<file path="src/hdl/rcc_pkg.sv">
// shared types, constants and codes of the grid raycast column unit
package rcc_pkg;

   localparam int MAP_SIDE        = 16;
   localparam int MAP_BITS        = $clog2(MAP_SIDE);
   localparam int CELL_COUNT      = MAP_SIDE * MAP_SIDE;
   localparam int CELL_BITS       = $clog2(CELL_COUNT);
   localparam int TRIG_TABLE_SIZE = 1024;
   localparam int TRIG_BITS       = $clog2(TRIG_TABLE_SIZE);
   localparam logic [15:0] ANGLE_MASK = 16'(((1 << TRIG_BITS) - 1) << (16 - TRIG_BITS));

   localparam logic [14:0] POLY_A = 15'd25736;
   localparam logic [14:0] POLY_B = 15'd10512;
   localparam logic [14:0] POLY_C = 15'd1160;
   localparam logic [14:0] QUARTER = 15'd16384;

   localparam int QUEUE_DEPTH = 2;
   localparam int QUEUE_BITS  = $clog2(QUEUE_DEPTH);

   localparam int REQ_DATA_W = 72;
   localparam int RSP_DATA_W = 56;
   localparam int CSR_DATA_W = 16;

   typedef enum logic [2:0] {
      CSR_FOV    = 3'd0,
      CSR_DEPTH  = 3'd1,
      CSR_STEP   = 3'd2,
      CSR_WIDTH  = 3'd3,
      CSR_HEIGHT = 3'd4
   } csr_index_type;

   typedef enum logic {
      ACT_WRITE = 1'b0,
      ACT_CAST  = 1'b1
   } action_type;

   // sanitized configuration, zero and oversize values of depth, step and screen sizes already folded
   typedef struct packed {
      logic [15:0] fov;
      logic [15:0] depth;
      logic [11:0] step;
      logic [10:0] width;
      logic [10:0] height;
   } cfg_type;

   typedef struct packed {
      logic               is_cast;
      logic [7:0]         cell_idx;
      logic               cell_wall;
      logic [15:0]        px;
      logic [15:0]        py;
      logic signed [15:0] cs;
      logic signed [15:0] sn;
      logic [9:0]         col;
   } item_type;

   typedef struct packed {
      logic [9:0]  col;
      logic [15:0] distance;
      logic        left;
      logic [9:0]  first;
      logic [9:0]  last;
      logic [7:0]  shade;
   } result_type;

   typedef enum logic [1:0] {
      FR_IDLE, FR_DIV, FR_ANGLE, FR_TRIG
   } front_state_type;

   typedef enum logic [3:0] {
      BK_IDLE, BK_STEP, BK_PROD, BK_TEST, BK_LOOK,
      BK_ROWS, BK_QDIV, BK_EDGE, BK_SDIV, BK_OUT
   } back_state_type;

endpackage

</file>
<file path="src/hdl/rcc_queue.sv">
// two-entry item queue between the front and back parts
module rcc_queue (
   input  logic              clock,
   input  logic              reset,
   input  logic              push,
   input  rcc_pkg::item_type push_item,
   output logic              full,
   input  logic              pop,
   output rcc_pkg::item_type pop_item,
   output logic              empty
);
   import rcc_pkg::*;

   item_type              slot_ff [QUEUE_DEPTH];
   logic [QUEUE_BITS-1:0] wr_ff, wr_in, rd_ff, rd_in;
   logic [QUEUE_BITS:0]   count_ff, count_in;

   assign full     = (count_ff == (QUEUE_BITS+1)'(QUEUE_DEPTH));
   assign empty    = (count_ff == '0);
   assign pop_item = slot_ff[rd_ff];

   always_comb begin
      wr_in    = wr_ff;
      rd_in    = rd_ff;
      count_in = count_ff;
      if (push) begin
         wr_in = wr_ff + 1'b1;
      end
      if (pop) begin
         rd_in = rd_ff + 1'b1;
      end
      if (push && !pop) begin
         count_in = count_ff + 1'b1;
      end else if (pop && !push) begin
         count_in = count_ff - 1'b1;
      end
   end

   always_ff @(posedge clock) begin
      if (reset) begin
         wr_ff    <= '0;
         rd_ff    <= '0;
         count_ff <= '0;
      end else begin
         wr_ff    <= wr_in;
         rd_ff    <= rd_in;
         count_ff <= count_in;
      end
   end

   always_ff @(posedge clock) begin
      if (push) begin
         slot_ff[wr_ff] <= push_item;
      end
   end
endmodule

</file>
<file path="config.mk">
export PLATFORM = sky130hd
export DESIGN_NAME = rcc_queue
export DESIGN_NICKNAME = d
export VERILOG_FILES = /design/src/hdl/rcc_pkg.sv /design/src/hdl/rcc_queue.sv
export SDC_FILE = /design/constraint.sdc
export NUM_CORES = 1
export LEC_CHECK = 0
export ABC_AREA = 1
export BUFFER_PORTS_ARGS = -buffer_cell sky130_fd_sc_hd__buf_4
export CELL_PAD_IN_SITES_DETAIL_PLACEMENT = 1
export CELL_PAD_IN_SITES_GLOBAL_PLACEMENT = 1
export CORE_MARGIN = 10
export CORE_UTILIZATION = 48
export DETAILED_ROUTE_END_ITERATION = 10
export PLACE_DENSITY_LB_ADDON = 0.2
export SYNTH_ARGS = -nofsm -noshare
export SYNTH_HDL_FRONTEND = slang
export SYNTH_SLANG_ARGS = --single-unit
export TNS_END_PERCENT = 5
</file>
<file path="constraint.sdc">
create_clock -name clock -period 14.3 [get_ports clock]
set_input_delay 4.29 -clock clock [delete_from_list [all_inputs] [get_ports clock]]
set_output_delay 4.29 -clock clock [all_outputs]
set_load 0.02 [all_outputs]
</file>
Word-level counts from Yosys, hierarchy flattened
Memory sizes are Yosys's and may differ from the RTL's. A register that Yosys moved wholly into a read port is not among the register bits. Cells that the tools add are included.

Register bits after elaboration: 4. Bits in latches: 0. Bits in writable memories: 168. ROM bits: 0. Input bits: 88. Output and inout port bits: 86. Logic and storage cells: 21. Memories kept: 1.

Memory list: slot_ff (depth 2, width 84, read ports 1, clocked after Yosys merged registers in 1, wr ports 1, line rcc_queue.sv:14) `item_type slot_ff [QUEUE_DEPTH];`.

Add/subtract/negate cells: 4. $mul: 0. Div/mod/pow operators: 0. $lt $le $gt $ge: 0. Eq/ne operators: 1. Shift-type cells: 0. Muxes and demuxes: 6. Bitwise gates (word level): 0. Reductions and logical operators: 6.

Operators with widths (count): two-way mux 1 bit (4); two-way mux 2 bit (2); adder 1 bit, second input constant (2); adder 2 x 1 -> 2 bit, second input constant (1); == test 2 bit, second input constant (1); logical AND 1 bit (2); logical NOT 1 bit (2); logical NOT 2 bit (1); nonzero test 2 bit (1); subtractor 2 x 1 -> 2 bit, second input constant (1).

Depth between registers and ports, before layout
Depth in word-level cells: 4. Gate-level depth with buffers: 8. Mapped depth without buffers: 8.

Worst setup path before layout
OpenSTA, ideal clock, no wires.

Path kind: in2reg. From: input push. To: memory slot_ff[0][0] (netlist bit) (enable). Setup time: 529 ps. Arrival: 7848 ps. Data required time: 13771 ps. Path slack: 5922 ps. Stages on the path: 2. Path buffers: 0. Cells stage by stage: inv_1 nor2_1.

Cells in the longest elaborated chain, start to end: 2.

Ends and longest elaborated chain: start: declaration (line rcc_queue.sv:5) `input logic push,`; two-way mux 1 bit (line rcc_queue.sv:52) `if (push) begin`; two-way mux 1 bit (implied by the code) (line rcc_queue.sv:53) `slot_ff[wr_ff] <= push_item;`; end: declaration (line rcc_queue.sv:14).

Every way passes these cells.

==> results_tabular.tex <==
\begin{tabular}{lr}
\hline
Metric & Value \\
\hline
\multicolumn{2}{l}{\textbf{Worst setup path}} \\
Maximum fanout along the worst path & 55 \\
Reg-to-reg critical path startpoint & wr\_ff \\
Arrival time worst endpoint & 2.55 ns \\
Critical Path Most Common Cell & buf\_4 \\
Required time of the critical path & 10.01 ns \\
Startpoint Class & register \\
Terminus of the critical flop-to-flop path & slot\_ff[1][58] \\
Slowest stage cell on the critical path & buf\_4 \\
Nature of the critical path endpoint & primary output \\
R2R depth & 3 \\
Crit Path Class & register to primary output \\
Worst path max stage delay & 0.82 ns \\
Critical path cell sequence & buf\_4 -> mux2\_2 -> buf\_4 \\
Cell type group with the largest total delay on the critical path & buffers and inverters \\
R2R Setup Slk & 12.30 ns \\
Buffering stage count on the worst path with inverters included & 2 \\
\multicolumn{2}{l}{\textbf{STA}} \\
Share of the clock period used by the worst path & 0.478 \\
Minimum clock period after layout & 6.84 ns \\
Maximum clock frequency & 0.146 GHz \\
Worst path setup slack after routing & 7.46 ns \\
Setup-failing EPs final & 0 \\
Max-slew violations & 0 \\
Least-Margin Pin Slew & 1.14 ns \\
Worst slew margin & 0.240 \\
Post-route clock skew & 0.00486 ns \\
Unrepaired setup endpoints after global routing & no \\
Final hold vios & 0 \\
Fin Setup TNS & 0 ns \\
\multicolumn{2}{l}{\textbf{Clock tree}} \\
Post-cts hold buffer count & 0 \\
Maximum level of the CTS H-tree & 4 \\
Number of sinks on the clock net & 173 \\
CTS Root Buffer Type & clkbuf\_16 \\
Clock latency on the worst-skew pair & 0.41 ns \\
Post-CTS setup buffer count & 0 \\
Reg clk slew, reported paths & 0.06 ns \\
Post\_cts resized & 0 \\
Clock buffer depth & 2 \\
TritonCTS clock tree & built \\
CTS Buf Count & 17 \\
\multicolumn{2}{l}{\textbf{Synth}} \\
Most instantiated flip-flop cell in the synthesis netlist & edfxtp\_1 \\
Area share of the largest cell type after synthesis & 0.772 \\
Post-synth net total & 383 \\
Distinct cell type count after synthesis & 16 \\
Average cell area after synthesis & 22.2 sq um \\
Share of synthesized registers carrying an async set or reset & 0 \\
Biggest area contributors in the synthesized netlist & edfxtp\_1 77\%, mux2\_4 14\%, mux2\_2 4.1\%, dfxtp\_1 1.5\%, buf\_6 1.2\% \\
Cell taking the most area after synthesis & edfxtp\_1 \\
Count of flip-flops with a built-in enable after synthesis & 168 \\
Gate Count Post-Synth & 294 \\
Share of synthesized area occupied by flip-flops and latches & 0.788 \\
Yosys warns & 0 \\
Cell area after synthesis & 0.00653 sq mm \\
Most frequent cells after synthesis & 168 x edfxtp\_1, 60 x mux2\_4, 24 x mux2\_2 \\
Most frequently used cell type in the post-synthesis netlist & edfxtp\_1 \\
FF+latch count, synth & 173 \\
\multicolumn{2}{l}{\textbf{Final layout}} \\
Final non-filler cell area & 0.00857 sq mm \\
Area growth from synthesis to layout & 31.2\% \\
Fill cell count & 1149 \\
Ant. Diodes & 0 \\
Share of final-layout standard cells stronger than drive strength 1 & 0.590 \\
Number of nets at the end of the flow & 569 \\
\multicolumn{2}{l}{\textbf{Power and ir drop}} \\
Highest ir drop seen on vdd & 0.0715 mV \\
Static leakage & 3.37 nW \\
Total power density per cell area & 141 mW/mm\^{}2 \\
Post-layout power & 1.21 mW \\
\multicolumn{2}{l}{\textbf{Routing}} \\
Initial drt markers & 197 \\
Wire length after detailed routing & 14.5 mm \\
Avg WL per Cell & 21.7 microns \\
Antenna Violating Nets Remaining & 0 \\
Initial DRT Pass Iterations & 4 \\
Via Count & 3320 \\
Drc violations & 0 \\
Vias per Instance & 4.96 \\
\multicolumn{2}{l}{\textbf{Global route}} \\
Total global-route track usage & 0.156 \\
Aggregate global routing overflow & 0 \\
Antenna violations before repair & 0 \\
Vias in the first global route & 3736 \\
Maximum number of pins on one net before global-route repair & 85 \\
Global-route wire length before repair & 21.5 mm \\
\multicolumn{2}{l}{\textbf{Min path}} \\
Worst Hold Depth & 2 \\
Type of the tightest min-delay check & register to register \\
Terminating pin of the worst hold path & count\_ff[0] \\
Hold Path Origin & count\_ff[0] \\
\multicolumn{2}{l}{\textbf{Floorplanning}} \\
Starting density of the core & 0.491 \\
Die height & 137 microns \\
Core area & 0.0133 sq mm \\
Number of core rows & 42 \\
Total die area & 0.0187 sq mm \\
Die outline width & 137 microns \\
Count of boundary I/O pins & 174 \\
\multicolumn{2}{l}{\textbf{Run}} \\
Number of violations of the max-capacitance limit & 0 \\
\multicolumn{2}{l}{\textbf{Placed design}} \\
Placement-stage worst setup slack & 7.87 ns \\
I/O Buffers & 173 \\
Detailed placement HPWL & 10.2 mm \\
Placed instance area & 0.00800 sq mm \\
Weighted congestion reported at the end of routability-driven placement & 0.725 \\
\multicolumn{2}{l}{\textbf{Run status}} \\
Result of the run & completed \\
\hline
\end{tabular}
==> routing by layer <==
layer / global-route usage / part of all wire
met5: 0 / 0
met1: 0.169 / 0.37
met2: 0.262 / 0.53
met3: 0.0729 / 0.093
met4: 0.0580 / 0.014
==> where the power goes <==
group | switching (mW) | leakage [nW] | internal (mW)
clock network | 0.174 | 0.284 | 0.270
logic | 0.0823 | 1.47 | 0.0835
registers | 0.0123 | 1.62 | 0.588
total | 0.268 | 3.37 | 0.941
==> worst register-to-register path, stage by stage, from the launching register on <==
cell,delay [ns]
dfxtp_1,0.42
nand2_1,0.10
clkinv_2,0.27
buf_4,0.81
==> cells by family after synthesis <==
| logic type | count (synthesis) | synth area share |
|---|---|---|
| AO/OA/AOI/OAI | 2 | 0.00153 |
| XOR/XNOR | 1 | 0.00134 |
| adder cells (fa/ha/maj) | 1 | 0.00192 |
| buffers and inverters | 18 | 0.0188 |
| flip-flops | 173 | 0.788 |
| multiplexers | 84 | 0.179 |
| AND/OR/NAND/NOR | 15 | 0.00939 |
==> placed cells by master, fill, tap and decap left out, types with 5 or more instances in the layout <==
master,n
buf_4,176
mux2_2,24
nor2_1,6
clkinv_2,6
edfxtp_1,168
mux2_4,60
inv_1,8
clkbuf_16,17
nand2_1,5
==> final cells by class <==
class | instances | area, sq um | area share
repair buffers | 176 | 1320 | 0.154
clock inverters | 8 | 92.6 | 0.0108
clock buffers | 24 | 482 | 0.0562
multi-input cells | 103 | 1270 | 0.148
inverters | 9 | 35.0 | 0.00409
flip-flops and latches | 173 | 5150 | 0.601
well taps | 176 | 220 | 0.0257
==> how the worst max path moves through the flow <==
stage | start | end | cells after the start
detailed placement | register | pop_item[67] | 3
CTS | register | pop_item[65] | 3
floorplan | push | slot_ff[0][0] | 2
finish | register | pop_item[65] | 3
global placement | register | pop_item[1] | 3
global route | register | pop_item[65] | 3
==> state kept, by name, indices dropped and copies added (netlist names), named ones only <==
register,cells
rd_ff,1
count_ff,2
slot_ff,168
wr_ff,1
==> metrics by stage <==
step                utilization  instances  hold WS [ns]
floorplan                     -        294         0.480
global placement          0.601        637         0.496
detailed placement        0.601        637         0.544
CTS                       0.645        669         0.553
global route              0.645        669         0.593
finish                    0.645        669         0.553
Power figures use the tool's default switching activity.
