## config.mk

```make
export PLATFORM = sky130hd
export DESIGN_NAME = rcc_front
export DESIGN_NICKNAME = d
export VERILOG_FILES = /design/src/hdl/rcc_pkg.sv /design/src/hdl/rcc_front.sv
export SDC_FILE = /design/constraint.sdc
export NUM_CORES = 1
export LEC_CHECK = 0
export BUFFER_PORTS_ARGS = -buffer_cell sky130_fd_sc_hd__buf_2
export CAP_MARGIN = 20
export CORE_AREA = 3 3 192 194
export DETAILED_ROUTE_END_ITERATION = 10
export DIE_AREA = 0 0 195 197
export PLACE_DENSITY = 0.78
export SYNTH_ARGS = -nofsm -noshare
export SYNTH_HDL_FRONTEND = slang
export SYNTH_SLANG_ARGS = --single-unit
```

## constraint.sdc

```tcl
create_clock -name clock -period 26.4 [get_ports clock]
set_input_delay 1.32 -clock clock [delete_from_list [all_inputs] [get_ports clock]]
set_output_delay 1.32 -clock clock [all_outputs]
set_load 0.05 [all_outputs]
```

## src/hdl/rcc_pkg.sv

```systemverilog
// shared types, constants and codes of the grid raycast column unit
package rcc_pkg;

   localparam int MAP_SIDE        = 16;
   localparam int MAP_BITS        = $clog2(MAP_SIDE);
   localparam int CELL_COUNT      = MAP_SIDE * MAP_SIDE;
   localparam int CELL_BITS       = $clog2(CELL_COUNT);
   localparam int TRIG_TABLE_SIZE = 1024;
   localparam int TRIG_BITS       = $clog2(TRIG_TABLE_SIZE);
   localparam logic [15:0] ANGLE_MASK = 16'(((1 << TRIG_BITS) - 1) << (16 - TRIG_BITS));

   localparam logic [14:0] POLY_A = 15'd25736;
   localparam logic [14:0] POLY_B = 15'd10512;
   localparam logic [14:0] POLY_C = 15'd1160;
   localparam logic [14:0] QUARTER = 15'd16384;

   localparam int QUEUE_DEPTH = 2;
   localparam int QUEUE_BITS  = $clog2(QUEUE_DEPTH);

   localparam int REQ_DATA_W = 72;
   localparam int RSP_DATA_W = 56;
   localparam int CSR_DATA_W = 16;

   typedef enum logic [2:0] {
      CSR_FOV    = 3'd0,
      CSR_DEPTH  = 3'd1,
      CSR_STEP   = 3'd2,
      CSR_WIDTH  = 3'd3,
      CSR_HEIGHT = 3'd4
   } csr_index_type;

   typedef enum logic {
      ACT_WRITE = 1'b0,
      ACT_CAST  = 1'b1
   } action_type;

   // sanitized configuration, zero and oversize values of depth, step and screen sizes already folded
   typedef struct packed {
      logic [15:0] fov;
      logic [15:0] depth;
      logic [11:0] step;
      logic [10:0] width;
      logic [10:0] height;
   } cfg_type;

   typedef struct packed {
      logic               is_cast;
      logic [7:0]         cell_idx;
      logic               cell_wall;
      logic [15:0]        px;
      logic [15:0]        py;
      logic signed [15:0] cs;
      logic signed [15:0] sn;
      logic [9:0]         col;
   } item_type;

   typedef struct packed {
      logic [9:0]  col;
      logic [15:0] distance;
      logic        left;
      logic [9:0]  first;
      logic [9:0]  last;
      logic [7:0]  shade;
   } result_type;

   typedef enum logic [1:0] {
      FR_IDLE, FR_DIV, FR_ANGLE, FR_TRIG
   } front_state_type;

   typedef enum logic [3:0] {
      BK_IDLE, BK_STEP, BK_PROD, BK_TEST, BK_LOOK,
      BK_ROWS, BK_QDIV, BK_EDGE, BK_SDIV, BK_OUT
   } back_state_type;

endpackage

```

## src/hdl/rcc_front.sv

```systemverilog
// front part: accepts items, derives ray angle and its sine and cosine
module rcc_front (
   input  logic                         clock,
   input  logic                         reset,
   input  rcc_pkg::cfg_type             cfg,
   input  logic                         req_tvalid,
   output logic                         req_tready,
   input  logic [rcc_pkg::REQ_DATA_W-1:0] req_tdata,
   input  logic                         req_tuser,
   output logic                         push,
   output rcc_pkg::item_type            push_item,
   input  logic                         full
);
   import rcc_pkg::*;

   front_state_type    state_ff, state_in;
   logic [4:0]         cnt_ff, cnt_in;
   logic [25:0]        num_ff, num_in;
   logic [10:0]        rem_ff, rem_in;
   logic [15:0]        qa_ff, qa_in;
   logic [1:0]         phase_ff, phase_in;
   logic               second_ff, second_in;
   logic [14:0]        z2_ff, z2_in, t_ff, t_in;
   logic signed [15:0] sn_ff, sn_in, cs_ff, cs_in;
   logic [15:0]        px_ff, py_ff, view_ff;
   logic [9:0]         col_ff;
   logic               take;

   logic [11:0] trial;
   logic [15:0] ang;
   logic [1:0]  quad;
   logic [14:0] z, mul_a, mul_b;
   logic [29:0] prod;
   logic [14:0] prod_s;

   assign trial  = {rem_ff, num_ff[25]};
   assign ang    = view_ff - {1'b0, cfg.fov[15:1]} + num_ff[15:0];
   assign quad   = qa_ff[15:14] + {1'b0, second_ff};
   assign z      = quad[0] ? (QUARTER - {1'b0, qa_ff[13:0]}) : {1'b0, qa_ff[13:0]};
   assign prod   = mul_a * mul_b;
   assign prod_s = prod[28:14];

   always_comb begin
      unique case (phase_ff)
         2'd0:    begin mul_a = z;     mul_b = z;      end
         2'd1:    begin mul_a = z2_ff; mul_b = POLY_C; end
         2'd2:    begin mul_a = z2_ff; mul_b = t_ff;   end
         default: begin mul_a = z;     mul_b = t_ff;   end
      endcase
   end

   assign req_tready = (state_ff == FR_IDLE) && !full;
   assign take       = req_tvalid && req_tready;

   always_comb begin
      state_in  = state_ff;
      cnt_in    = cnt_ff;
      num_in    = num_ff;
      rem_in    = rem_ff;
      qa_in     = qa_ff;
      phase_in  = phase_ff;
      second_in = second_ff;
      z2_in     = z2_ff;
      t_in      = t_ff;
      sn_in     = sn_ff;
      cs_in     = cs_ff;
      push      = 1'b0;
      push_item = '0;
      push_item.is_cast   = (req_tuser == ACT_CAST);
      push_item.cell_idx  = req_tdata[7:0];
      push_item.cell_wall = req_tdata[8];
      unique case (state_ff)
         FR_IDLE: begin
            if (take) begin
               if (req_tuser == ACT_WRITE) begin
                  push = 1'b1;
               end else begin
                  num_in   = 26'(req_tdata[66:57] * cfg.fov);
                  rem_in   = '0;
                  cnt_in   = '0;
                  state_in = FR_DIV;
               end
            end
         end
         FR_DIV: begin
            // restoring division of column times fov by screen width
            if (trial >= {1'b0, cfg.width}) begin
               rem_in = 11'(trial - {1'b0, cfg.width});
               num_in = {num_ff[24:0], 1'b1};
            end else begin
               rem_in = trial[10:0];
               num_in = {num_ff[24:0], 1'b0};
            end
            cnt_in = cnt_ff + 1'b1;
            if (cnt_ff == 5'd25) begin
               state_in = FR_ANGLE;
            end
         end
         FR_ANGLE: begin
            qa_in     = ang & ANGLE_MASK;
            phase_in  = '0;
            second_in = 1'b0;
            state_in  = FR_TRIG;
         end
         FR_TRIG: begin
            // quarter-wave polynomial, one product per cycle, sine then cosine; the last product waits for queue space
            unique case (phase_ff)
               2'd0:    z2_in = prod_s;
               2'd1:    t_in  = POLY_B - prod_s;
               2'd2:    t_in  = POLY_A - prod_s;
               default: begin
                  if (second_ff) begin
                     cs_in = quad[1] ? -$signed({1'b0, prod_s}) : $signed({1'b0, prod_s});
                  end else begin
                     sn_in = quad[1] ? -$signed({1'b0, prod_s}) : $signed({1'b0, prod_s});
                  end
               end
            endcase
            phase_in = phase_ff + 1'b1;
            if (phase_ff == 2'd3) begin
               second_in = 1'b1;
               if (second_ff) begin
                  // wait here for queue space
                  phase_in  = phase_ff;
                  second_in = second_ff;
                  cs_in     = cs_ff;
                  if (!full) begin
                     push     = 1'b1;
                     state_in = FR_IDLE;
                  end
               end
            end
            push_item.is_cast   = 1'b1;
            push_item.cell_idx  = '0;
            push_item.cell_wall = 1'b0;
            push_item.px        = px_ff;
            push_item.py        = py_ff;
            push_item.sn        = sn_ff;
            push_item.cs        = quad[1] ? -$signed({1'b0, prod_s}) : $signed({1'b0, prod_s});
            push_item.col       = col_ff;
         end
         default: state_in = FR_IDLE;
      endcase
   end

   always_ff @(posedge clock) begin
      if (reset) begin
         state_ff <= FR_IDLE;
      end else begin
         state_ff <= state_in;
      end
   end

   always_ff @(posedge clock) begin
      cnt_ff    <= cnt_in;
      num_ff    <= num_in;
      rem_ff    <= rem_in;
      qa_ff     <= qa_in;
      phase_ff  <= phase_in;
      second_ff <= second_in;
      z2_ff     <= z2_in;
      t_ff      <= t_in;
      sn_ff     <= sn_in;
      cs_ff     <= cs_in;
      if (take) begin
         px_ff   <= req_tdata[24:9];
         py_ff   <= req_tdata[40:25];
         view_ff <= req_tdata[56:41];
         col_ff  <= req_tdata[66:57];
      end
   end
endmodule

```

### Word-level counts from Yosys, hierarchy flattened

Index checks and enable logic that the tools add are counted.

| word-level totals | value |
|---|---|
| output and inout port bits | 86 |
| register bits after elaboration | 161 |
| bits of input ports | 143 |
| logic and storage cells | 95 |

| cells by class | value |
|---|---|
| reduce and logical (&&, ||, !) cells | 17 |
| multiplexer cells | 35 |
| equal/unequal tests | 14 |
| $add $sub $neg | 10 |
| $mul | 2 |
| $lt $le $gt $ge | 1 |
| bitwise operators | 2 |

Operators by type and width:

| operator | number |
|---|---|
| $mux W84 | 1 |
| $pmux W15 S2 | 2 |
| $mux W26 | 2 |
| $pmux W26 S2 | 1 |
| $mux W11 | 3 |
| $mux W15 | 2 |
| $mul A15 B15 Y29 | 1 |
| $mul A10 B16 Y26 | 1 |
| $pmux W11 S2 | 1 |
| $add A16 B16 Y16 | 1 |
| $mux W16 | 1 |
| $mux W2 | 8 |
| $neg A15 Y16 | 1 |
| $sub A16 B15 Y16 | 1 |
| $sub A14 B15 Y15 const A | 1 |
| $sub A15 B14 Y15 const A | 1 |
| $sub A15 B15 Y15 const A | 1 |
| $ge A12 B11 Y1 | 1 |
| $ne A2 B2 Y1 const B | 6 |
| $sub A11 B11 Y11 | 1 |
| $mux W5 | 2 |
| $pmux W5 S2 | 1 |
| $eq A2 B2 Y1 const B | 4 |
| $pmux W2 S4 | 1 |
| other kinds (19) | 36 |

### Longest topological paths before layout

Gate-level depths: netlist of the first run.

| depth | value |
|---|---|
| depth after elaboration | 7 |
| mapped depth | 34 |
| depth with buffers taken out | 33 |

### Worst setup path after synthesis of the first run

Ideal clock, no wire load.

| timing | value |
|---|---|
| path kind | flip-flop to output port |
| start | reg phase_ff[0] |
| end | out push_item[36] (netlist name) |
| path buffers | 2 |
| cell stages (with the launch flop) | 29 |
| arrival time | 8,045 ps |
| slack | 17,035 ps |
| data required time | 25,080 ps |
| path through | edfxtp_1 > inv_1 > ha_1 > clkbuf_1 > buf_1 > mux2i_1 > nor2_1 > fa_1 > inv_1 > fa_1 > inv_1 > fa_1 > fa_1 > fa_1 > inv_1 > fa_1 > inv_1 > ha_1 > and3_1 > and3_1 > o311a_1 > a311o_1 > xnor2_1 > ha_1 > nand2_1 > or2_2 > o41ai_2 > xnor2_1 > and2_1 |

RTL lines:

| element | RTL line | source |
|---|---|---|
| from (decl) | rcc_front.sv:21 | `logic [1:0] phase_ff, phase_in;` |
| from (signal assigned) | rcc_front.sv:159 | `phase_ff <= phase_in;` |
| to (decl) | rcc_front.sv:11 | `output rcc_pkg::item_type push_item,` |

==> impl_metrics.ini, run 1 <==
[outcome]
outcome = finished clean

[global_route]
grtUsageMet1_pct = 32.73
grt_usage_pct = 27.35
grt_max_degree = 94
met3_usage_pct = 3.778
grt_pass1_wl_um = 83880
grt_pass1_vias = 16830
antenna_found_initial = 2
met2_usage_pct = 49.79
grt_overflow = 0
top_usage_layer = met2

[synthesis]
synthCells = 2188
synth_flop_cell = edfxtp_1
ys_types = 86
synth_nets = 2814
yosysSeqAreaShare_pct = 22.76
syn_area_per_cell_um2 = 9.669
synth-seq-cells = 161
yosys-top-cells-count = inv_1, fa_1, nand2_1, ha_1, edfxtp_1
synth_warnings = 0
yosys.area.top_type_share_pct = 27.44
synthTopCellsByArea = fa_1, edfxtp_1, ha_1, inv_1, nand2_1
async_flop_share_pct = 0
synth_area_leader_cell = fa_1
synth_area_mm2 = 0.02116
synth_most_common_cell = inv_1
synth_enable_flop_cells = 159

[timing]
setup_viol = 0
finalCritPeriodShare_pct = 42.58
worst_pin_slew_ns = 1.042
final_max_slew_viol_count = 0
grt_setup_unrepaired = false
fmax_ghz = 0.08896
fin_ws_ns = 15.16
slew-limit-headroom_pct = 28.52
fin_tns_setup_ns = 0
hold_violations = 0
fin_worst_skew_ns = 0.01847
min_period_ns = 11.24

[setup_path]
worst-setup-path-type = reg2out
required_ns = 25.08
critPathCaptureType = output pin
cp-start-kind = flop
path_max_fanout = 24
cpMostUsedCell = fa_1
crit_slowest_cell = nor2_1
crit_arrival_ns = 9.92
critPathMaxStageDelay_ns = 0.77

[route]
drcViolationCount = 0
wl_um = 51400
dr.pass1.iters = 5
via_per_inst = 5.648
dr.first_iter.drc_count = 793
ant_nets = 0
wl_per_cell_um = 18.32
vias = 15850

[place]
io_buffers = 184
gp_congestion = 0.9543
pre_cts_slack_ns = 15.80
place_area_mm2 = 0.02246
dp.final_hpwl_um = 41610

[clock_tree]
clock-sinks = 161
clk_pin_slew_worst_paths_ns = 0.08
ctsHoldBuffers = 0
htree_levels = 4
tritoncts = built
clock_path_buffers = 2
post_cts_buffers = 0
clock-root-buffer = clkbuf_16
clock_latency_ns = 0.45
cts_resized = 0
numCtsBuffers = 17

[floorplan]
core_area_mm2 = 0.03540
die_y_um = 197
die_area_mm2 = 0.03842
die_w_um = 195
start_util_pct = 59.77
ios = 229
num_rows = 69

[run]
max_cap_violations = 0

[layout]
syn_to_final_growth_pct = 9.197
drive_above_1_share_pct = 11.74
nets = 2956
final_area_mm2 = 0.02310
ff_latch_area_mm2 = 0.004815
multi_input_area_mm2 = 0.01466
fillers = 2830
fin_util_pct = 65.26

[min_path]
hold_path_class = reg2reg
==> metrics by stage <==
step	instances	hold WS, ns
after floorplan	2188	0.4984
after global placement	2771	0.5123
after detailed placement	2771	0.5169
after CTS	2803	0.5299
after global routing	2806	0.5628
final	2806	0.5288
==> routing by layer <==
layer / up-vias / routed length (µm)
li1: 7323 / -
met1: 7875 / 19390
met2: 523 / 27250
met3: 126 / 2948
met4: 0 / 1809
met5: - / 0
==> critical path: cells and delay by family, from the launching register on <==
| kind | cells | cell delay (ns) |
|---|---|---|
| AOI/OAI and AO/OA | 4 | 1.37 |
| and+or+nand+nor | 8 | 2.62 |
| DFF | 1 | 0.50 |
| xor gates and xnor gates | 1 | 0.21 |
| adders and majority gates | 9 | 4.10 |
| buffers and inverters | 6 | 0.66 |
==> cell type report <==
| cell class | instances | area share, % |
|---|---|---|
| Multi-Input combinational cell | 1579 | 63.45 |
| Sequential cell | 161 | 20.84 |
| Inverter | 375 | 6.104 |
| Timing Repair Buffer | 196 | 4.376 |
| Tap cell | 461 | 2.497 |
| Clock buffer | 17 | 1.842 |
| Clock inverter | 15 | 0.8720 |
| Antenna cell | 2 | 0.02166 |
==> worst paths after layout <==
kind                    start             to  slack (ns)  cells past startpoint
hold / removal     num_ff[17]     num_ff[18]        0.53                      2
setup / recovery  phase_ff[0]  push_item[36]       15.16                     28
hold reg to reg    num_ff[17]     num_ff[18]        0.53                      2
setup reg to reg  phase_ff[0]       t_ff[14]       16.64                     28
==> sequential cells by signal (all words and copies together), names as in the netlist <==
name       flops
cnt_ff         5
col_ff        10
num_ff        26
phase_ff       2
px_ff         16
py_ff         16
qa_ff         10
rem_ff        11
second_ff      1
sn_ff         16
state_ff       2
t_ff          15
view_ff       16
z2_ff         15
==> cell families (layout without fill, tap and decap cells) <==
family / count (synthesis) / count (layout) / synth area share [%]
other cells: 0 / 2 / 0
fa+ha+maj: 483 / 483 / 38.86
flops: 161 / 161 / 22.76
simple gates: 746 / 746 / 17.09
xor+xnor: 79 / 79 / 3.584
mux: 31 / 31 / 1.538
compound gates: 240 / 240 / 8.138
buf+inv: 448 / 603 / 8.038
==> placed cells by master (no fill, tap or decap), types with 12 or more instances in the layout <==
master	instances
buf_2	184
inv_1	372
a21oi_1	44
a21o_1	15
and2_1	157
xor2_1	24
ha_1	192
o21ai_0	51
clkbuf_16	17
nand2b_1	15
buf_4	12
xnor2_1	50
nor2b_1	27
edfxtp_1	159
mux2i_1	19
nand3_1	39
nor3_1	19
fa_1	290
nand2_1	287
o21a_1	25
and3_1	12
nor2_1	146
mux2_2	12
Power of run 1 is not shown: default switching activity piles up to over one toggle a cycle in this logic, so the estimate is an artifact.
==> run 2, diff against run 1 <==
- clock period: 26.4 -> 11.7 ns (I/O delays scaled with it)
==> impl_metrics.ini, run 2 (synthesis results as in run 1) <==
[outcome]
outcome = finished clean

[min_path]
hold_path_depth = 1
hp-start = req_tdata[54]
worst_hold_path.endpoint = view_ff[13]
hold_path_class = in2reg

[floorplan]
core_area_mm2 = 0.03540
ios = 229
die_y_um = 197
die_area_mm2 = 0.03842
start_util_pct = 59.77
num_rows = 69
die_w_um = 195

[place]
place_inst = 2771
gp_congestion = 0.9410
io_buffers = 184
dp.final_hpwl_um = 42280

[timing]
fmax_ghz = 0.09313
finalCritPeriodShare_pct = 91.77
min_period_ns = 10.74
worst_pin_slew_ns = 1.153
slew-limit-headroom_pct = 22.61
setup_viol = 0
whs_ns = 0.3119
fin_tns_setup_ns = 0
hold_violations = 0
fin_worst_skew_ns = 0.01618
grt_setup_unrepaired = false
final_max_slew_viol_count = 0

[clock_tree]
clock_path_buffers = 2
post_cts_buffers = 0
htree_levels = 4
cts_resized = 0
clock_latency_ns = 0.45
ctsHoldBuffers = 0
clock-root-buffer = clkbuf_16
clk_pin_slew_worst_paths_ns = 0.07
tritoncts = built
clock-sinks = 161
numCtsBuffers = 17

[global_route]
grt_pass1_vias = 16920
grt_usage_pct = 27.57
grt_pass1_wl_um = 84520
grt_max_degree = 94
grt_overflow = 0
antenna_found_initial = 1

[layout]
drive_above_1_share_pct = 11.66
final_common_cell = inv_1
largest-register = num_ff
final_cells = 2804
nets = 2955
syn_to_final_growth_pct = 9.132
largest_register_ffs = 26
final_cell_mix = inv_1, fa_1, nand2_1

[setup_path]
crit_arrival_ns = 10.15
cp-start-kind = flop
r2r-start = phase_ff[1]
r2r_end = t_ff[13]
worst-setup-path-type = reg2out
critPathCaptureType = output pin
regToRegSetupSlack_ns = 1.52
required_ns = 11.12
path_max_fanout = 22
reg2reg_depth = 29

[route]
vias = 15970
drcViolationCount = 0
ant_nets = 0
dr.pass1.iters = 5
wl_per_cell_um = 18.53
wl_um = 51950
dr.first_iter.drc_count = 963
via_per_inst = 5.695

[run]
max_cap_violations = 0
## run 2: changes by cell type in the layout (fill, tap and decap cells not counted), moves of 2 or more
cell and delta:
inv_8 -3, bufinv_16 +2, clkinv_4 +2, clkinv_8 -3
## run 2: worst max path at each step
| stage | slack [ns] | cells after the start | end | from |
|---|---|---|---|---|
| 2_1_floorplan | 3.07 | 28 | push_item[36] | phase_ff[0] |
| 3_3_place_gp | 1.91 | 27 | push_item[39] | phase_ff[0] |
| 3_5_place_dp | 1.65 | 27 | push_item[36] | phase_ff[0] |
| 4_1_cts | 1.12 | 27 | push_item[36] | phase_ff[0] |
| 5_1_grt | 0.48 | 27 | push_item[32] | phase_ff[0] |
| 6_report | 0.96 | 27 | push_item[32] | phase_ff[1] |
## run 2: worst max-delay path: stages (launching register included)
cell	delay [ns]
edfxtp_1	0.51
inv_1	0.12
ha_1	0.72
buf_4	0.37
mux2i_1	0.94
nor2_1	0.16
fa_1	0.55
fa_1	0.57
fa_1	0.45
fa_1	0.55
inv_1	0.05
fa_1	0.48
inv_1	0.06
fa_1	0.45
ha_1	0.37
a21oi_1	0.37
o21ai_0	0.23
a2111oi_0	0.59
or3_1	0.26
nand2_1	0.21
inv_1	0.12
ha_1	0.26
nand2_1	0.11
or2_2	0.34
o21ai_0	0.24
xnor2_1	0.20
and2_1	0.16
buf_2	0.27
## run 2: area by class of cell
| class | count | area (µm²) |
|---|---|---|
| clock buffers | 17 | 425.4 |
| well taps | 461 | 576.8 |
| clock inverters | 15 | 197.7 |
| fillers | 2830 | 12310 |
| diodes | 1 | 2.502 |
| flip-flops and latches | 161 | 4815 |
| inverters | 375 | 1410 |
| repair buffers | 195 | 1003 |
| multi-input cells | 1579 | 14660 |
## run 2: metrics by stage
stage	utilization, %	area (µm²)	setup slack, ns
3_3_place_gp	63.46	22460	1.912
2_1_floorplan	-	21160	3.070
3_5_place_dp	63.46	22460	1.652
6_report	65.22	23090	0.9627
5_1_grt	65.22	23090	0.4846
4_1_cts	65.22	23080	1.122
## run 2: routing by layer
layer  up-vias  GRT usage [%]  share of wire (%)
li1       7326              -                  -
met1      7910          33.13                 38
met2       613          50.42                 53
met3       120          4.308                5.9
met4         0          9.955                3.4
met5         -              0                  0
Power of run 2 is left out for the same reason.
